$ cat src/rtl/puct_child_selector_macros.svh
// assertion macros for the child selector
`ifndef PUCT_CHILD_SELECTOR_MACROS_SVH
`define PUCT_CHILD_SELECTOR_MACROS_SVH
`ifndef NO_ASSERTIONS
`define PCS_ASSERT_IMPL(label, clk, rst, a, c) \
  label: assert property (@(posedge clk) disable iff (rst) (a) |-> (c)) \
    else $error("label failed");
`define PCS_ASSERT_NEXT(label, clk, rst, a, c) \
  label: assert property (@(posedge clk) disable iff (rst) (a) |=> (c)) \
    else $error("label failed");
`else
`define PCS_ASSERT_IMPL(label, clk, rst, a, c)
`define PCS_ASSERT_NEXT(label, clk, rst, a, c)
`endif
`endif

$ cat src/rtl/pcs_pkg.sv
package pcs_pkg;
  localparam int MAX_CHILDREN_DEF = 512;
  localparam logic [1:0] CMD_PUCT = 2'd0;
  localparam logic [1:0] CMD_WIN = 2'd1;
  localparam logic [1:0] CMD_VISITS = 2'd2;
  localparam logic REG_PRIOR_C = 1'b0;
  localparam logic REG_FPU = 1'b1;
  localparam logic [15:0] PRIOR_C_RESET = 16'd256;

  // classified record handed from the front to the back
  typedef struct packed {
    logic [1:0]  cmd;
    logic        first;
    logic        last;
    logic        white;
    logic [23:0] parent_visits;
    logic [23:0] child_visits;
    logic [23:0] pos_visits;
    logic [31:0] pos_value_sum;
    logic        is_terminal;
    logic [15:0] terminal_value;
    logic [15:0] init_value;
    logic [15:0] prior;
  } rec_t;
endpackage

$ cat src/rtl/pcs_front.sv
module pcs_front import pcs_pkg::*; #(
  parameter int DEPTH = 2
) (
  input  logic clk,
  input  logic rst,
  input  logic push,
  output logic full,
  input  rec_t rec_in,
  output logic rec_valid,
  input  logic rec_take,
  output rec_t rec_out
);
  localparam int AW = (DEPTH > 1) ? $clog2(DEPTH) : 1;
  rec_t mem [DEPTH];
  logic [AW-1:0] wp, rp;
  logic [AW:0] cnt;
  logic do_push, do_pop;

  assign full = (cnt == (AW+1)'(DEPTH));
  assign rec_valid = (cnt != '0);
  assign do_push = push && !full;
  assign do_pop = rec_take && rec_valid;
  assign rec_out = mem[rp];

  always_ff @(posedge clk) begin
    if (do_push) mem[wp] <= rec_in;
    if (rst) begin
      wp <= '0;
      rp <= '0;
      cnt <= '0;
    end else begin
      if (do_push) wp <= (wp == AW'(DEPTH-1)) ? '0 : wp + 1'b1;
      if (do_pop) rp <= (rp == AW'(DEPTH-1)) ? '0 : rp + 1'b1;
      cnt <= cnt + (AW+1)'(do_push) - (AW+1)'(do_pop);
    end
  end
endmodule

$ cat src/rtl/pcs_back.sv
`include "puct_child_selector_macros.svh"
module pcs_back import pcs_pkg::*; #(
  parameter int MAX_CHILDREN = MAX_CHILDREN_DEF
) (
  input  logic        clk,
  input  logic        rst,
  input  logic        cfg_we,
  input  logic        cfg_idx,
  input  logic [15:0] cfg_data,
  input  logic        rec_valid,
  output logic        rec_take,
  input  rec_t        rec,
  output logic        empty,
  input  logic        pop,
  output logic [8:0]  best_index,
  output logic [31:0] best_score
);
  localparam int CW = $clog2(MAX_CHILDREN + 1);

  typedef enum logic [6:0] {
    S_IDLE = 7'b0000001, S_SQRT = 7'b0000010, S_DIV1 = 7'b0000100,
    S_WIN = 7'b0001000, S_MUL = 7'b0010000, S_DIV2 = 7'b0100000,
    S_UPD = 7'b1000000
  } state_t;
  state_t state;

  logic [15:0] prior_c, fpu;
  logic [31:0] run_score;
  logic [8:0]  run_index;
  logic [CW-1:0] counter;
  logic [19:0] psqrt;
  rec_t r;

  // sqrt: restoring, two bits a cycle
  logic [39:0] sq_x;
  logic [21:0] sq_rem;
  logic [19:0] sq_root;
  logic [4:0]  sq_cnt;
  // shared divider: restoring, one bit a cycle
  logic [63:0] dv_q;
  logic [32:0] dv_rem;
  logic [24:0] dv_d;
  logic [6:0]  dv_cnt;
  logic [6:0]  dv_len;
  logic        dv_neg;
  logic [31:0] score;
  logic [16:0] win;
  logic [31:0] prod_a;
  logic [51:0] prod_b;

  logic [21:0] sq_trial;
  logic [33:0] dv_sh;
  logic [33:0] dv_sub;
  assign sq_trial = {sq_rem[19:0], sq_x[39:38]} - {sq_root, 2'b01};
  assign dv_sh = {dv_rem, dv_q[63]};
  assign dv_sub = dv_sh - {9'd0, dv_d};
  assign prod_b = 52'(prod_a) * 52'(psqrt);

  // winrate from the quotient of the mean, the terminal value or the init value
  logic signed [17:0] v;
  logic signed [18:0] w0, w1;
  logic [31:0] mag;
  always_comb begin
    mag = dv_q[31:0];
    if (r.is_terminal) v = 18'(signed'(r.terminal_value));
    else if (r.pos_visits == '0) v = 18'(signed'(r.init_value));
    else if (dv_neg) v = (mag > 32'd32768) ? -18'sd32768 : -signed'(18'(mag));
    else v = (mag > 32'd32767) ? 18'sd32767 : signed'(18'(mag));
    w0 = 19'(v) + 19'sd32768;
    if (r.white) w0 = 19'sd65536 - w0;
    w1 = w0;
    if (r.pos_visits == '0) begin
      w1 = w0 - signed'({3'd0, fpu});
      if (w1 < 0) w1 = '0;
    end
  end

  logic [32:0] total;
  assign total = {16'd0, win} + {1'b0, dv_q[47:16]};

  // score of the record in hand, term above 32 bits saturates
  always_comb begin
    if (r.cmd == CMD_PUCT) begin
      score = (total[32] || dv_q[63:48] != '0) ? 32'hFFFF_FFFF : total[31:0];
    end else if (r.cmd == CMD_WIN) begin
      score = {15'd0, win};
    end else begin
      score = {8'd0, r.child_visits};
    end
  end

  logic out_full;
  logic upd_go;
  logic take_plain;
  assign empty = !out_full;
  assign rec_take = (state == S_IDLE) && rec_valid;
  // a last record waits in S_UPD until the result register is free
  assign upd_go = !r.last || !out_full || pop;
  assign take_plain = rec_take && !rec.first;

  always_ff @(posedge clk) begin
    if (rst) begin
      state <= S_IDLE;
      prior_c <= PRIOR_C_RESET;
      fpu <= '0;
      run_score <= '0;
      run_index <= '0;
      counter <= '0;
      psqrt <= '0;
      out_full <= 1'b0;
    end else begin
      if (cfg_we) begin
        if (cfg_idx == REG_PRIOR_C) prior_c <= cfg_data;
        else fpu <= cfg_data;
      end
      if (state == S_UPD && r.last && upd_go) out_full <= 1'b1;
      else if (pop) out_full <= 1'b0;
      unique case (state)
        S_IDLE: if (rec_valid) begin
          r <= rec;
          sq_x <= {rec.parent_visits, 16'd0};
          sq_rem <= '0;
          sq_root <= '0;
          sq_cnt <= '0;
          state <= rec.first ? S_SQRT : S_DIV1;
          if (rec.first) counter <= '0;
        end
        S_SQRT: begin
          if (!sq_trial[21]) begin
            sq_rem <= sq_trial;
            sq_root <= {sq_root[18:0], 1'b1};
          end else begin
            sq_rem <= {sq_rem[19:0], sq_x[39:38]};
            sq_root <= {sq_root[18:0], 1'b0};
          end
          sq_x <= {sq_x[37:0], 2'b00};
          sq_cnt <= sq_cnt + 1'b1;
          if (sq_cnt == 5'd19) state <= S_DIV1;
        end
        S_DIV1: begin
          if (r.first) psqrt <= sq_root;
          // mean: |sum| / pos_visits
          dv_neg <= r.pos_value_sum[31];
          dv_q <= {(r.pos_value_sum[31] ? -r.pos_value_sum : r.pos_value_sum), 32'd0};
          dv_rem <= '0;
          dv_d <= {1'b0, r.pos_visits};
          dv_cnt <= '0;
          dv_len <= 7'd32;
          state <= (r.pos_visits == '0 || r.is_terminal) ? S_WIN : S_DIV2;
        end
        S_DIV2: begin
          if (!dv_sub[33]) begin
            dv_rem <= dv_sub[32:0];
            dv_q <= {dv_q[62:0], 1'b1};
          end else begin
            dv_rem <= dv_sh[32:0];
            dv_q <= {dv_q[62:0], 1'b0};
          end
          dv_cnt <= dv_cnt + 1'b1;
          if (dv_cnt == dv_len - 1'b1) state <= (dv_len == 7'd32) ? S_WIN : S_UPD;
        end
        S_WIN: begin
          win <= 17'(w1);
          prod_a <= {16'd0, prior_c} * {16'd0, r.prior};
          state <= (r.cmd == CMD_PUCT) ? S_MUL : S_UPD;
        end
        S_MUL: begin
          // prior_c * prior * sqrt, then divide by 1 + visits
          dv_q <= {12'd0, prod_b};
          dv_rem <= '0;
          dv_d <= {1'b0, r.child_visits} + 25'd1;
          dv_cnt <= '0;
          dv_len <= 7'd64;
          state <= S_DIV2;
        end
        S_UPD: if (upd_go) begin
          if (counter < CW'(MAX_CHILDREN)) begin
            if (r.first || score > run_score) begin
              run_score <= score;
              run_index <= 9'(counter);
              if (r.last) begin
                best_score <= score;
                best_index <= 9'(counter);
              end
            end else if (r.last) begin
              best_score <= run_score;
              best_index <= run_index;
            end
            counter <= counter + 1'b1;
          end else if (r.last) begin
            best_score <= run_score;
            best_index <= run_index;
          end
          state <= S_IDLE;
        end
        default: state <= S_IDLE;
      endcase
    end
  end

  `PCS_ASSERT_IMPL(a_take_idle, clk, rst, rec_take, state == S_IDLE)
  `PCS_ASSERT_NEXT(a_skip_sqrt, clk, rst, take_plain, state == S_DIV1)
  `PCS_ASSERT_IMPL(a_count_cap, clk, rst, 1'b1, counter <= CW'(MAX_CHILDREN))
endmodule

$ cat src/rtl/puct_child_selector.sv
// puct child selector
// input is a queue: drive one child record per beat with push while full
// is low; mark the first child of a node with first and the last with last.
// a result beat (best_index, best_score) appears for each record with last;
// it waits while empty is low until pop takes it.
// the scorer works on one record at a time: the mean divide (skipped for
// a terminal or unvisited child), the winrate step and the update; a
// first record takes the parent square root before the mean divide, and
// puct mode adds the product and the exploration divide before the
// update. the shared divider makes one quotient bit per cycle.
// a two-entry queue in front lets the sender run ahead of the scorer.
// if the result register is still full on a last record the scorer holds
// until it is popped; the front queue keeps taking records meanwhile.
// reset (rst, synchronous) empties both sides, sets prior_c to 1.0 and
// fpu_reduction to zero, and clears the running best and parent root.
// cfg_we/cfg_idx/cfg_data write prior_c (0) and fpu_reduction (1).
module puct_child_selector import pcs_pkg::*; #(
  parameter int MAX_CHILDREN = MAX_CHILDREN_DEF
) (
  input  logic        clk,
  input  logic        rst,
  input  logic        cfg_we,
  input  logic        cfg_idx,
  input  logic [15:0] cfg_data,
  input  logic        push,
  output logic        full,
  input  logic [1:0]  cmd,
  input  logic        first,
  input  logic        last,
  input  logic        side_is_white,
  input  logic [23:0] parent_visits,
  input  logic [23:0] child_visits,
  input  logic [23:0] pos_visits,
  input  logic signed [31:0] pos_value_sum,
  input  logic        is_terminal,
  input  logic signed [15:0] terminal_value,
  input  logic signed [15:0] init_value,
  input  logic [15:0] prior,
  output logic        empty,
  input  logic        pop,
  output logic [8:0]  best_index,
  output logic [31:0] best_score
);
  rec_t rin, rq;
  logic qv, qt;
  assign rin = '{cmd: cmd, first: first, last: last, white: side_is_white,
    parent_visits: parent_visits, child_visits: child_visits,
    pos_visits: pos_visits, pos_value_sum: pos_value_sum,
    is_terminal: is_terminal, terminal_value: terminal_value,
    init_value: init_value, prior: prior};

  pcs_front #(.DEPTH(2)) u_front (.clk, .rst, .push, .full, .rec_in(rin),
    .rec_valid(qv), .rec_take(qt), .rec_out(rq));

  pcs_back #(.MAX_CHILDREN(MAX_CHILDREN)) u_back (.clk, .rst, .cfg_we, .cfg_idx,
    .cfg_data, .rec_valid(qv), .rec_take(qt), .rec(rq), .empty, .pop,
    .best_index, .best_score);
endmodule
$ cat config.mk
export PLATFORM = sky130hd
export DESIGN_NAME = puct_child_selector
export DESIGN_NICKNAME = d
export VERILOG_FILES = /design/src/rtl/pcs_pkg.sv /design/src/rtl/pcs_front.sv /design/src/rtl/pcs_back.sv /design/src/rtl/puct_child_selector.sv
export VERILOG_INCLUDE_DIRS = /design/src /design/src/rtl
export SDC_FILE = /design/constraint.sdc
export NUM_CORES = 2
export LEC_CHECK = 0
export ABC_AREA = 1
export BUFFER_PORTS_ARGS = -buffer_cell sky130_fd_sc_hd__buf_4
export CORE_UTILIZATION = 25
export DETAILED_ROUTE_END_ITERATION = 6
export PLACE_DENSITY = 0.48
export SLEW_MARGIN = 20
export SYNTH_ARGS = -nofsm -noshare
export SYNTH_HDL_FRONTEND = slang
export SYNTH_HIERARCHICAL = 1
export SYNTH_SLANG_ARGS = --single-unit
$ cat constraint.sdc
create_clock -name clk -period 9.03 [get_ports clk]
set_input_delay 0.4515 -clock clk [delete_from_list [all_inputs] [get_ports clk]]
set_output_delay 0.4515 -clock clk [all_outputs]
set_load 0.05 [all_outputs]
==> run_summary.xml <==
<?xml version="1.0" encoding="UTF-8"?>
<metrics>
  <group name="status">
    <metric name="run_status" unit="">finished, final reports clean</metric>
  </group>
  <group name="clock_tree">
    <metric name="cts.htree.levels" unit="">3</metric>
    <metric name="number_of_cts_inserted_buffers" unit="">98</metric>
    <metric name="cts_sinks" unit="">857</metric>
    <metric name="cts.clk_slew.worst_paths" unit="ns">0.08</metric>
    <metric name="tritoncts_clock_tree" unit="">built</metric>
    <metric name="clock_latency" unit="ns">0.75</metric>
    <metric name="clk_root_buffer_cell" unit="">sky130_fd_sc_hd__clkbuf_16</metric>
    <metric name="cts_resized" unit="">0</metric>
    <metric name="max_root_sink_buffers" unit="">3</metric>
  </group>
  <group name="routing">
    <metric name="detailroute.wirelength.met3" unit="µm">9780</metric>
    <metric name="met2WireLength" unit="µm">99100</metric>
    <metric name="antenna_left" unit="">0</metric>
    <metric name="detail_route.wirelength.met1" unit="µm">96300</metric>
    <metric name="first_pass_iters" unit="">6</metric>
    <metric name="maxUsedRoutingLayer" unit="">met5</metric>
    <metric name="count_of_routing_violations_after_the_opening_detailed_route_iteration" unit="">3369</metric>
    <metric name="wire_length_per_cell" unit="µm">17.9</metric>
    <metric name="drt-total-wl" unit="µm">211000</metric>
    <metric name="drc" unit="">0</metric>
    <metric name="dr_total_vias" unit="">51900</metric>
    <metric name="drt-vias-per-instance" unit="">4.41</metric>
  </group>
  <group name="floorplan">
    <metric name="row_count" unit="">194</metric>
    <metric name="design.die.area" unit="µm²">284000</metric>
    <metric name="floorplan.initialDensity" unit="">0.252</metric>
    <metric name="floorplan.die.width" unit="µm">533</metric>
    <metric name="chipHeight" unit="µm">533</metric>
    <metric name="core" unit="µm²">280000</metric>
    <metric name="number_of_top_level_design_ports" unit="">223</metric>
  </group>
  <group name="critical_path">
    <metric name="timing.rr.start" unit="">u_back/psqrt[15]</metric>
    <metric name="path_max_fanout" unit="">17</metric>
    <metric name="worstReg2RegEnd" unit="">u_back/dv_q[33]</metric>
    <metric name="critical_path_required" unit="ns">9.48</metric>
    <metric name="timing.setup.critical_path_class" unit="">reg -&gt; reg</metric>
    <metric name="worst_reg2reg_path_depth" unit="">25</metric>
    <metric name="worstPathArrival" unit="ns">8.41</metric>
    <metric name="endpoint_kind" unit="">register</metric>
    <metric name="critPathLaunchType" unit="">register</metric>
    <metric name="r2r_setup_slack" unit="ns">1.07</metric>
  </group>
  <group name="synthesis">
    <metric name="synthTopCellsByArea" unit="">sky130_fd_sc_hd__edfxtp_1 (32%), sky130_fd_sc_hd__fa_1 (21%), sky130_fd_sc_hd__nand2_1 (9.2%), sky130_fd_sc_hd__inv_1 (8.8%), sky130_fd_sc_hd__ha_1 (6.9%)</metric>
    <metric name="yosysTopAreaCell" unit="">sky130_fd_sc_hd__edfxtp_1</metric>
    <metric name="yosys.cell_types.count" unit="">64</metric>
    <metric name="synth-edff-count" unit="">741</metric>
    <metric name="ys_seq_elements" unit="">857</metric>
    <metric name="synthesis.yosys.warnings" unit="">6</metric>
    <metric name="synthFlopType" unit="">sky130_fd_sc_hd__edfxtp_1</metric>
    <metric name="synth_top_area_share" unit="">0.315</metric>
    <metric name="asyncSetResetFlopFracSynth" unit="">0</metric>
    <metric name="avgSynthCellArea" unit="µm²">9.16</metric>
    <metric name="ys_seq_area_frac" unit="">0.348</metric>
    <metric name="syn_area" unit="µm²">70500</metric>
    <metric name="synthCells" unit="">7705</metric>
    <metric name="synth_nets" unit="">9006</metric>
  </group>
  <group name="place">
    <metric name="port_buffers" unit="">222</metric>
    <metric name="gpl.final_weighted_congestion" unit="">0.884</metric>
    <metric name="place_inst" unit="">11400</metric>
    <metric name="detailed_place.area" unit="µm²">76300</metric>
    <metric name="pre_cts_ws" unit="ns">1.06</metric>
    <metric name="place.detailed.hpwl" unit="µm">163000</metric>
  </group>
  <group name="pwr">
    <metric name="power.density" unit="nW/µm²">197</metric>
    <metric name="vdd_ir_drop_max" unit="V">0.000190</metric>
    <metric name="totalPowerFinal" unit="mW">16.0</metric>
    <metric name="leakage" unit="nW">37.7</metric>
  </group>
  <group name="sta">
    <metric name="setup_viol_count_final" unit="">0</metric>
    <metric name="worstMarginPinSlew" unit="ns">1.19</metric>
    <metric name="rsz0062_at_grt" unit="">false</metric>
    <metric name="slew_headroom" unit="">0.208</metric>
    <metric name="timing.setup.tns" unit="ns">0</metric>
    <metric name="min_cycle_time_layout" unit="ns">7.96</metric>
    <metric name="period_share" unit="">0.882</metric>
    <metric name="postLayoutSetupSlackWorst" unit="ns">1.07</metric>
    <metric name="maximum_operating_frequency" unit="MHz">126</metric>
    <metric name="hold_violations" unit="">0</metric>
    <metric name="timing.final.max_slew_violations" unit="">0</metric>
    <metric name="hold_ws" unit="ns">0.244</metric>
    <metric name="skew" unit="ns">0.0694</metric>
  </group>
  <group name="worst_hold_path">
    <metric name="min-delay-path-class" unit="">in -&gt; reg</metric>
    <metric name="timing.hold.worst_endpoint" unit="">u_back/prior_c[8]</metric>
    <metric name="whs_path_depth" unit="">4</metric>
    <metric name="holdCritStartpoint" unit="">cfg_idx</metric>
  </group>
  <group name="global_route">
    <metric name="grt_start_max_net_pins" unit="">123</metric>
    <metric name="grt_overflow_total" unit="">0</metric>
    <metric name="grt_first_pass_wirelength" unit="µm">327000</metric>
    <metric name="grt_pass1_vias" unit="">53900</metric>
    <metric name="antenna_found_initial" unit="">6</metric>
    <metric name="total_routing_resource_utilization_after_global_routing" unit="">0.148</metric>
  </group>
  <group name="final_layout">
    <metric name="postLayoutCellArea" unit="µm²">81300</metric>
    <metric name="final_core_util" unit="">0.290</metric>
    <metric name="drive_gt1_frac" unit="">0.0911</metric>
    <metric name="net_count_final" unit="">9262</metric>
    <metric name="synthToLayoutAreaGrowth" unit="%">15.2</metric>
    <metric name="finish.cell_count_without_fillers" unit="">11800</metric>
  </group>
  <group name="flow_run">
    <metric name="drv_cap" unit="">0</metric>
  </group>
</metrics>
[worst max-delay path, stage by stage, from the launching register on]
cell                       delay (ns)
sky130_fd_sc_hd__dfxtp_1         1.12
sky130_fd_sc_hd__nand2_1         0.18
sky130_fd_sc_hd__fa_1            0.55
sky130_fd_sc_hd__inv_1           0.05
sky130_fd_sc_hd__fa_1            0.47
sky130_fd_sc_hd__fa_1            0.52
sky130_fd_sc_hd__fa_1            0.56
sky130_fd_sc_hd__fa_1            0.53
sky130_fd_sc_hd__fa_1            0.61
sky130_fd_sc_hd__inv_1           0.08
sky130_fd_sc_hd__fa_1            0.54
sky130_fd_sc_hd__inv_1           0.05
sky130_fd_sc_hd__ha_1            0.38
sky130_fd_sc_hd__a21oi_1         0.16
sky130_fd_sc_hd__inv_1           0.08
sky130_fd_sc_hd__a31oi_1         0.16
sky130_fd_sc_hd__nand2_1         0.07
sky130_fd_sc_hd__o21bai_1        0.18
sky130_fd_sc_hd__a21oi_1         0.25
sky130_fd_sc_hd__o21ai_0         0.19
sky130_fd_sc_hd__nand2_1         0.10
sky130_fd_sc_hd__nand2_1         0.08
sky130_fd_sc_hd__nand2_1         0.07
sky130_fd_sc_hd__nand2_1         0.07
sky130_fd_sc_hd__o21ai_0         0.50
sky130_fd_sc_hd__nand2_1         0.09
[synth_stat cells, drive strengths merged (8+ instances only)]
| cell type | instances |
|---|---|
| nand2 | 1733 |
| inv | 1657 |
| edfxtp | 741 |
| fa | 733 |
| nor2 | 398 |
| ha | 388 |
| a21oi | 364 |
| o21ai | 338 |
| clkbuf | 307 |
| nand3 | 188 |
| mux2 | 158 |
| dfxtp | 116 |
| xor2 | 101 |
| nor3 | 62 |
| xnor2 | 61 |
| nand4 | 47 |
| a31oi | 45 |
| buf | 40 |
| or2 | 36 |
| o22ai | 29 |
| o211ai | 22 |
| a211oi | 20 |
| o221ai | 16 |
| nor4 | 15 |
| o21bai | 13 |
| o21a | 12 |
| a21o | 10 |
| a21boi | 8 |
[layout make-up]
| type | count | area [µm²] |
|---|---|---|
| clock inverter | 45 | 564 |
| fill | 29500 | 199000 |
| timing repair buffer | 503 | 4260 |
| clock buffer | 132 | 2620 |
| sequential | 857 | 24600 |
| multi-input combinational | 4840 | 38400 |
| inverter | 1661 | 6240 |
| antenna | 4 | 10.0 |
| tap | 3724 | 4660 |
[flip-flops by register name, indices dropped and copies added (netlist names), 20 cells and up, named ones only]
name	flops
u_back/best_score	32
u_back/dv_d	25
u_back/dv_q	64
u_back/dv_rem	33
u_back/prod_a	32
u_back/psqrt	20
u_back/r	134
u_back/run_score	32
u_back/sq_rem	20
u_back/sq_root	20
u_back/sq_x	24
u_front/mem	316
[cells in the final DEF, fill, tap and decap left out, types with 59 or more instances in the layout]
master                          Yosys  layout
sky130_fd_sc_hd__nor2_1           387     381
sky130_fd_sc_hd__dlygate4sd3_1      0     177
sky130_fd_sc_hd__clkbuf_16          0      99
sky130_fd_sc_hd__nand3_1          184     183
sky130_fd_sc_hd__o21ai_0          326     326
sky130_fd_sc_hd__fa_1             733     733
sky130_fd_sc_hd__xor2_1           101     101
sky130_fd_sc_hd__a21oi_1          355     351
sky130_fd_sc_hd__nand2_1         1724    1721
sky130_fd_sc_hd__ha_1             388     388
sky130_fd_sc_hd__xnor2_1           61      61
sky130_fd_sc_hd__dfxtp_1          116     112
sky130_fd_sc_hd__mux2_4           101     101
sky130_fd_sc_hd__buf_4              1     323
sky130_fd_sc_hd__inv_1           1654    1653
sky130_fd_sc_hd__edfxtp_1         741     741
sky130_fd_sc_hd__nor3_1            59      59
[repair_timing]
item                                   in CTS  in global routing
hold buffers                              177                  0
buffers inserted                            0                  0
endpoints found under the hold margin     342                  0
[cells by family (layout without fill, tap and decap cells)]
kind of cell	count (synthesis)	count (layout)	synth area share
AO/OA/AOI/OAI	903	903	0.0720
XOR/XNOR	162	162	0.0201
adder cells (fa/ha/maj)	1121	1121	0.277
buffers and inverters	2008	2341	0.109
flip-flops	857	857	0.348
multiplexers	158	158	0.0306
other	0	4	0
AND/OR/NAND/NOR	2496	2496	0.143
[metal layers]
metal / track usage / up-vias
met5: 0 / -
met4: 0.0432 / 6
met3: 0.0173 / 259
met2: 0.248 / 1275
met1: 0.200 / 25800
li1: - / 24600
[where the power goes]
part	leakage (nW)	internal, mW	total [mW]	switching [mW]
Clock	1.52	2.24	4.04	1.81
Sequential	7.78	5.18	5.64	0.460
Combinational	28.4	2.36	6.36	4.00
[worst max path at each step]
stage,cells after the start,startpoint,to
global placement,25,u_back/prod_a[7],u_back/dv_q[33]
global route,25,u_back/psqrt[15],u_back/dv_q[33]
floorplan,4,u_front/cnt[0],u_front/mem[0][0]
finish,25,u_back/psqrt[15],u_back/dv_q[33]
detailed placement,25,u_back/prod_a[7],u_back/dv_q[33]
CTS,25,u_back/psqrt[15],u_back/dv_q[33]
Note: power is estimated with default switching activity, not from simulation.
